**config.mk**
```make
export PLATFORM = sky130hd
export DESIGN_NAME = bcq_front
export DESIGN_NICKNAME = d
export VERILOG_FILES = /design/src/bcq_pkg.sv /design/src/bcq_front.sv
export VERILOG_INCLUDE_DIRS = /design/src /design/src/src
export SDC_FILE = /design/constraint.sdc
export NUM_CORES = 1
export LEC_CHECK = 0
export ABC_AREA = 0
export BUFFER_PORTS_ARGS = -buffer_cell sky130_fd_sc_hd__buf_2
export CORE_ASPECT_RATIO = 1.4
export CORE_MARGIN = 4
export CORE_UTILIZATION = 45
export DETAILED_ROUTE_END_ITERATION = 7
export PLACE_DENSITY = 0.74
export SYNTH_ARGS = -nofsm -noshare
export SYNTH_HDL_FRONTEND = slang
export SYNTH_SLANG_ARGS = --single-unit
export TNS_END_PERCENT = 30
```
**constraint.sdc**
```tcl
create_clock -name aclk -period 3.6 [get_ports aclk]
set_input_delay 0.18 -clock aclk [delete_from_list [all_inputs] [get_ports aclk]]
set_output_delay 0.18 -clock aclk [all_outputs]
set_load 0.02 [all_outputs]
```
**src/biquad_cascade_iir_filter_unit_macros.svh**
```systemverilog
// Assertion macros shared by the biquad cascade filter RTL.
// Included by the modules that carry concurrent assertions.
`ifndef BIQUAD_CASCADE_IIR_FILTER_UNIT_MACROS_SVH
`define BIQUAD_CASCADE_IIR_FILTER_UNIT_MACROS_SVH

// Checked on every aclk edge outside reset.
`define BCQ_ASSERT(lbl, prop, msg) \
    lbl: assert property (@(posedge aclk) disable iff (!aresetn) prop) else $error(msg);

// Checked on every aclk edge, reset included.
`define BCQ_ASSERT_ALWAYS(lbl, prop, msg) \
    lbl: assert property (@(posedge aclk) prop) else $error(msg);

`endif

```
**src/bcq_pkg.sv**
```systemverilog
// Package for the biquad cascade filter: widths, codes and shared types.
// No dependencies.
`timescale 1ns / 1ps

package bcq_pkg;

    localparam int MAX_SECTIONS = 32;
    localparam int SEC_W        = $clog2(MAX_SECTIONS);
    localparam int CNT_W        = SEC_W + 1;
    localparam int NCOEF        = 5;
    localparam int SEL_W        = 3;
    localparam int SAMPLE_W     = 24;
    localparam int COEF_W       = 32;
    localparam int STATE_W      = 32;
    localparam int COEF_FRAC    = COEF_W - 4;
    localparam int PROD_W       = COEF_W + STATE_W;
    localparam int ACC_W        = PROD_W + 4;
    localparam int CFG_W        = 6;
    localparam int APB_AW       = 3;
    localparam int APB_DW       = 32;
    localparam int QDEPTH       = 2;
    localparam int QPTR_W       = $clog2(QDEPTH);
    localparam int QCNT_W       = QPTR_W + 1;

    localparam logic CMD_FILTER = 1'b0;
    localparam logic CMD_COEF   = 1'b1;

    localparam logic [SEL_W-1:0] SEL_B0 = 3'd0;
    localparam logic [SEL_W-1:0] SEL_B1 = 3'd1;
    localparam logic [SEL_W-1:0] SEL_B2 = 3'd2;
    localparam logic [SEL_W-1:0] SEL_A1 = 3'd3;
    localparam logic [SEL_W-1:0] SEL_A2 = 3'd4;

    localparam logic [CFG_W-1:0] ACTIVE_RESET = 6'd4;

    typedef enum logic {
        KIND_FILTER = 1'b0,
        KIND_COEF   = 1'b1
    } bcq_kind_t;

    typedef struct packed {
        bcq_kind_t               kind;
        logic [SAMPLE_W-1:0]     sample;
        logic [SEC_W-1:0]        sec;
        logic [SEL_W-1:0]        sel;
        logic [COEF_W-1:0]       value;
    } bcq_item_t;

    typedef struct packed {
        logic      valid;
        bcq_item_t item;
    } bcq_queue_t;

endpackage

```
**src/bcq_front.sv**
```systemverilog
// Front end: accepts input beats, drops bad coefficient writes, queues the rest.
// Depends on bcq_pkg and the assertion macro header.
`timescale 1ns / 1ps
`include "biquad_cascade_iir_filter_unit_macros.svh"

module bcq_front (
    input  logic                              aclk,
    input  logic                              aresetn,
    input  logic                              s_tvalid,
    output logic                              s_tready,
    input  logic [63:0]                       s_tdata,
    input  logic                              s_tuser,
    output bcq_pkg::bcq_queue_t               q_head,
    input  logic                              q_pop
);
    import bcq_pkg::*;

    bcq_item_t            entry_reg [QDEPTH];
    logic [QPTR_W-1:0]    wr_ptr_reg, wr_ptr_next;
    logic [QPTR_W-1:0]    rd_ptr_reg, rd_ptr_next;
    logic [QCNT_W-1:0]    q_count_reg, q_count_next;
    bcq_item_t            item_in;
    logic                 addr_ok;
    logic                 accept;
    logic                 push;

    always_comb begin
        item_in.kind   = (s_tuser == CMD_COEF) ? KIND_COEF : KIND_FILTER;
        item_in.sample = s_tdata[SAMPLE_W-1:0];
        item_in.sec    = s_tdata[28:24];
        item_in.sel    = s_tdata[31:29];
        item_in.value  = s_tdata[63:32];
    end

    assign addr_ok  = (CNT_W'(item_in.sec) < CNT_W'(MAX_SECTIONS)) &&
                      (item_in.sel < SEL_W'(NCOEF));
    assign s_tready = (q_count_reg != QCNT_W'(QDEPTH));
    assign accept   = s_tvalid && s_tready;
    assign push     = accept && ((item_in.kind == KIND_FILTER) || addr_ok);

    always_comb begin
        wr_ptr_next  = push ? wr_ptr_reg + 1'b1 : wr_ptr_reg;
        rd_ptr_next  = q_pop ? rd_ptr_reg + 1'b1 : rd_ptr_reg;
        q_count_next = q_count_reg + QCNT_W'(push) - QCNT_W'(q_pop);
    end

    always_ff @(posedge aclk) begin
        if (!aresetn) begin
            wr_ptr_reg  <= '0;
            rd_ptr_reg  <= '0;
            q_count_reg <= '0;
        end else begin
            wr_ptr_reg  <= wr_ptr_next;
            rd_ptr_reg  <= rd_ptr_next;
            q_count_reg <= q_count_next;
        end
    end

    always_ff @(posedge aclk) begin
        if (push) begin
            entry_reg[wr_ptr_reg] <= item_in;
        end
    end

    assign q_head.valid = (q_count_reg != '0);
    assign q_head.item  = entry_reg[rd_ptr_reg];

    `BCQ_ASSERT(a_q_no_overflow, (q_count_reg == QCNT_W'(QDEPTH)) |-> !push, "queue overflow")
    `BCQ_ASSERT(a_q_no_underflow, q_pop |-> (q_count_reg != '0), "queue underflow")

endmodule

```
Yosys cells after proc, flatten, opt, wreduce, memory -nomap -nowiden

Memories as Yosys holds them, arrays and structs flattened. A register that Yosys moved wholly into a read port is not among the register bits.
Cells that the tools add are included.

Register bits after elaboration: 4
RAM bits: 130
Word-level logic and storage cells: 20
Memories kept: 1

Memory list:

| memory    | words | bits a word | rd ports | clocked after memory_dff | write ports | line            | RTL |
|---|---|---|---|---|---|---|---|
| entry_reg | 2     | 65          | 1        | 1                        | 1           | bcq_front.sv:18 | `bcq_item_t entry_reg [QDEPTH];` |

Add/sub/neg operators: 4
$lt $le $gt $ge: 1
Eq/ne operators: 1
Mux-type cells: 5
Bitwise operators: 1
Reduce and logical (&&, ||, !) cells: 4

Operators by type and width:

| cell                                              | count |
|---|---|
| 2-to-1 mux 1 bit                                  | 5 |
| less-than comparator 3 bit, second input constant | 1 |
| adder 1 bit, second input constant                | 2 |
| adder 2 x 1 -> 2 bit                              | 1 |
| logical AND 1 bit                                 | 2 |
| inequality test 2 bit, second input constant      | 1 |
| nonzero test 2 bit                                | 1 |
| subtractor 2 x 1 -> 2 bit                         | 1 |
| logical OR 1 bit                                  | 1 |
| NOT 1 bit                                         | 1 |

Longest topological paths before layout

Depth in word-level cells: 6
Depth in mapped cells: 8
Mapped depth without buffers: 8

Worst setup path before layout

Ideal clock, no wire load.

Path type: reg2reg
Start: register q_count_reg[0]
End: memory entry_reg[0][0] (netlist bit) (enable)
Arrival time: 3.498 ns
Data required time: 3.111 ns
Path slack: -0.386 ns
Stages on the path, launching flop included: 4
Buffers on the path: 0
Clock period less this slack: 3.986 ns
Cells stage by stage: dfxtp_1 nand2b_1 nand3_1 nor2_1

Word-level cells in the longest chain between the ends: 5

RTL lines:

| element                                | line            | RTL |
|---|---|---|
| start: declaration                     | bcq_front.sv:21 | `logic [QCNT_W-1:0] q_count_reg, q_count_next;` |
| start signal: assignment               | bcq_front.sv:55 | `q_count_reg <= q_count_next;` |
| inequality test 2 bit                  | bcq_front.sv:37 | `assign s_tready = (q_count_reg != QCNT_W'(QDEPTH));` |
| named net s_tready                     | bcq_front.sv:10 | `output logic s_tready,` |
| logical AND 1 bit                      | bcq_front.sv:38 | `assign accept = s_tvalid && s_tready;` |
| logical AND 1 bit                      | bcq_front.sv:39 | `assign push = accept && ((item_in.kind == KIND_FILTER) \|\| addr_ok);` |
| 2-to-1 mux 1 bit                       | bcq_front.sv:60 | `if (push) begin` |
| 2-to-1 mux 1 bit (implied by the code) | bcq_front.sv:61 | `entry_reg[wr_ptr_reg] <= item_in;` |
| end: declaration                       | bcq_front.sv:18 |  |

The timed path passes the listed nets, and every way through them passes these cells.

Worst setup path in the final report

Start: input s_tdata[30]
End: memory entry_reg[1][27] (netlist bit) (enable)

Word-level cells in the longest chain between the ends: 5

RTL lines:

| element                                | line            | RTL |
|---|---|---|
| start: declaration                     | bcq_front.sv:11 | `input logic [63:0] s_tdata,` |
| less-than comparator 3 bit             | bcq_front.sv:36 | `(item_in.sel < SEL_W'(NCOEF));` |
| logical OR 1 bit                       | bcq_front.sv:39 |  |
| logical AND 1 bit                      | bcq_front.sv:39 |  |
| 2-to-1 mux 1 bit                       | bcq_front.sv:60 |  |
| 2-to-1 mux 1 bit (implied by the code) | bcq_front.sv:61 |  |

Every way passes these cells.

==> key figures <==
Routing
  • DRC violations left: 0
  • Wirelength per Cell: about 17 um
  • Antenna Violating Nets Remaining: 0
  • Total number of vias: approximately 2800
  • Initial DRC count: 97
  • Avg Vias per Cell: 4.70
  • Initial DRT Pass Iterations: 4
  • Wirelength, routed: a little under 10 mm

Floorplan
  • Die area: around 13000 sq um
  • Die Span Y: 134 um
  • Initial core utilization: between 40% and 50%
  • Top Ports: 136
  • Core Footprint: between 10000 and 15000 sq um
  • Overall die width: 98.2 um
  • Core Rows: 45

Run status
  • Status: finished, final reports clean

Critical path
  • Worst EP required: 3680 ps
  • Critical path endpoint category: register
  • Worst Path Max Fanout: 29
  • Crit path launch type: primary input
  • Arrival time at the worst endpoint: 2470 ps
  • Worst setup path class: in -> reg

GRT
  • Initial antenna violation count: 0
  • GRT Util Overall: 15.2%
  • Largest net degree at the start of global routing: 66
  • First-pass GRT wire length: approximately 15 mm
  • Vias in the first global route: around 3100
  • Total gr overflow: 0

Yosys
  • Area contributors post-synth: edfxtp_1 76%, mux2_4 15%, mux2_2 3.3%, dfxtp_1 2.0%, buf_6 1.3%
  • Ys Warns: 0
  • Post-synth EDFFs: 130
  • Post-synth top area share: 76.1%
  • Syn avg cell area: 22.6 sq um
  • Sequential fraction of the synthesis area: between 70% and 80%
  • Mapped Area: ~5100 sq um
  • Synthesized flop and latch total: approximately 140
  • Commonest cells in the netlist: 130 x edfxtp_1, 50 x mux2_4, 15 x mux2_2, 6 x buf_6, 5 x dfxtp_1
  • Post-Syn Instances: 227
  • Area leader, netlist: edfxtp_1
  • Predominant post-synthesis flop cell: edfxtp_1
  • Syn_nets: about 300
  • Most common cell in the netlist: edfxtp_1
  • Synth cell types: 18
  • Async set or reset register ratio after synthesis: 0%

STA
  • Setup TNS: 0 ps
  • Final slew viol count: 0
  • Setup violations, final: 0
  • Setup WS post-layout: about 1200 ps
  • Final clock skew: approximately 5 ps
  • Hold slack: around 25 ps
  • Slew @ Worst Pin: approximately 1100 ps
  • Fin crit period: between 2000 and 2500 ps
  • Fin crit share: around 67%
  • Worst slew margin: 23.6%
  • Hold Fails Final Rpt: 0
  • RSZ-0062 raised after global routing: false
  • Max Clk Rate: around 420 MHz

CTS
  • H-tree lvl count: 4
  • Num Clock Sinks: approximately 140
  • CTS Buffer Depth: 2
  • TritonCTS clock tree: done
  • Num CTS Buffers: 17
  • Clock slew at reported path FFs: 50 ps
  • Skew-Pair Late Insertion Delay: 400 ps
  • Clock root cell: clkbuf_16
  • Setup bufs post-CTS: 0

Pwr
  • Sequential power share: ~45%
  • Comb power frac: 16.7%
  • Net Sw Frac: a little under a quarter
  • Pint: 0.00344 W
  • VDD IR max: approximately 0.38 mV
  • Final Total Pwr: between 0.004 and 0.005 W
  • Power share of the clock group: 38.6%
  • Pleak: ~2.9 nW
  • PwrDens: 627 nW/um^2
  • Switching power total: between 0.001 and 0.0015 W

Layout
  • Layout cells sized above 1: about 52%
  • Largest register FFs: 130
  • Final net count: a little over 500
  • Area Overhead vs Synth: 40.6%
  • N_diodes: 0

Job
  • Max-cap violations: 0

Placed design
  • Place WS: around 1300 ps
  • Gpl congestion: 0.694
  • DPL Wire Length: 5.91 mm
  • IO Port Bufs: roughly 140

Hold path
  • HP Class: in -> reg
layout by cell type, fill, tap and decap left out:
cell,Yosys,final
buf_4,0,2
or2_2,1,1
edfxtp_1,130,130
ha_1,2,2
clkinv_1,0,2
xnor2_1,2,2
buf_12,0,1
xor2_1,1,1
dlygate4sd3_1,0,64
and2_1,4,4
dfxtp_4,0,1
nand3_1,1,1
clkinvlp_4,0,2
buf_2,1,135
nor2_4,0,2
mux2_4,50,50
nand2_1,2,2
dfxtp_1,5,4
clkbuf_16,0,17
mux2i_1,1,1
bufinv_16,0,4
mux2_2,15,15
clkinv_4,0,2
nand2b_1,1,1
clkinv_2,0,5
inv_1,2,2
o211ai_1,1,1
worst paths after layout:
check | startpoint | endpoint | slack [ps] | depth (start not counted)
worst max-delay path | s_tdata[30] | entry_reg[1][27]$_DFFE_PP_ | 1200 | 6
worst min-delay path | s_tuser | entry_reg[0][64]$_DFFE_PP_ | 30 | 1
worst max register to register | q_count_reg[0]$_SDFF_PN0_ | entry_reg[1][27]$_DFFE_PP_ | 1420 | 4
worst min register to register | wr_ptr_reg$_SDFFE_PN0P_ | wr_ptr_reg$_SDFFE_PN0P_ | 530 | 2
per-stage QoR:
stage / cell area, sq um / cells / util, %
detailed placement: 5960 / 499 / 54.3
global route: 7210 / 595 / 65.7
CTS: 7210 / 595 / 65.7
finish: 7210 / 595 / 65.7
floorplan: 5130 / 227 / -
global placement: 5960 / 499 / 54.3
cells by family (layout without fill, tap and decap cells):
| logic type | count (synthesis) | in the layout | synth area share (%) |
|---|---|---|---|
| compound gates | 1 | 1 | 0.146 |
| xor+xnor | 3 | 3 | 0.512 |
| fa+ha+maj | 2 | 2 | 0.488 |
| buf+inv | 9 | 236 | 1.56 |
| flops | 135 | 135 | 78.0 |
| mux | 66 | 66 | 18.1 |
| simple gates | 11 | 11 | 1.12 |
power groups by stage:
stage                     Sequential, W  Clock (W)  Combinational, W
after CTS                       0.00202    0.00179          0.000767
after detailed placement        0.00205          0          0.000709
after global routing            0.00204    0.00186          0.000808
after global placement          0.00204          0          0.000702
after floorplan                 0.00202          0          0.000511
final                           0.00202    0.00175          0.000756
cell type report:
cell class / instances / area (sq um)
multi-input cells: 83 / 1060
flip-flops and latches: 135 / 4010
inverters: 2 / 7.51
fillers: 755 / 3760
clock inverters: 15 / 185
well taps: 141 / 176
clock buffers: 17 / 425
repair buffers: 202 / 1350
routing by layer:
| layer | vias to the layer above | track usage, % | part of all wire, % |
|---|---|---|---|
| met5 | - | 0 | 0 |
| met4 | 0 | 7.90 | 2.7 |
| met3 | 20 | 3.95 | 5.4 |
| met2 | 98 | 28.3 | 55 |
| met1 | 1355 | 15.4 | 37 |
| li1 | 1324 | - | - |
worst max-delay path: stages:
cell	delay, ps
dlygate4sd3_1	550
buf_2	140
o211ai_1	180
nand3_1	270
nor2_4	720
buf_4	420
what timing repair did:
action	4_1_cts	5_1_grt
hold endpoints to repair	128	0
hold buffers	64	0
resized for setup	0	0
Power figures use the tool's default switching activity.
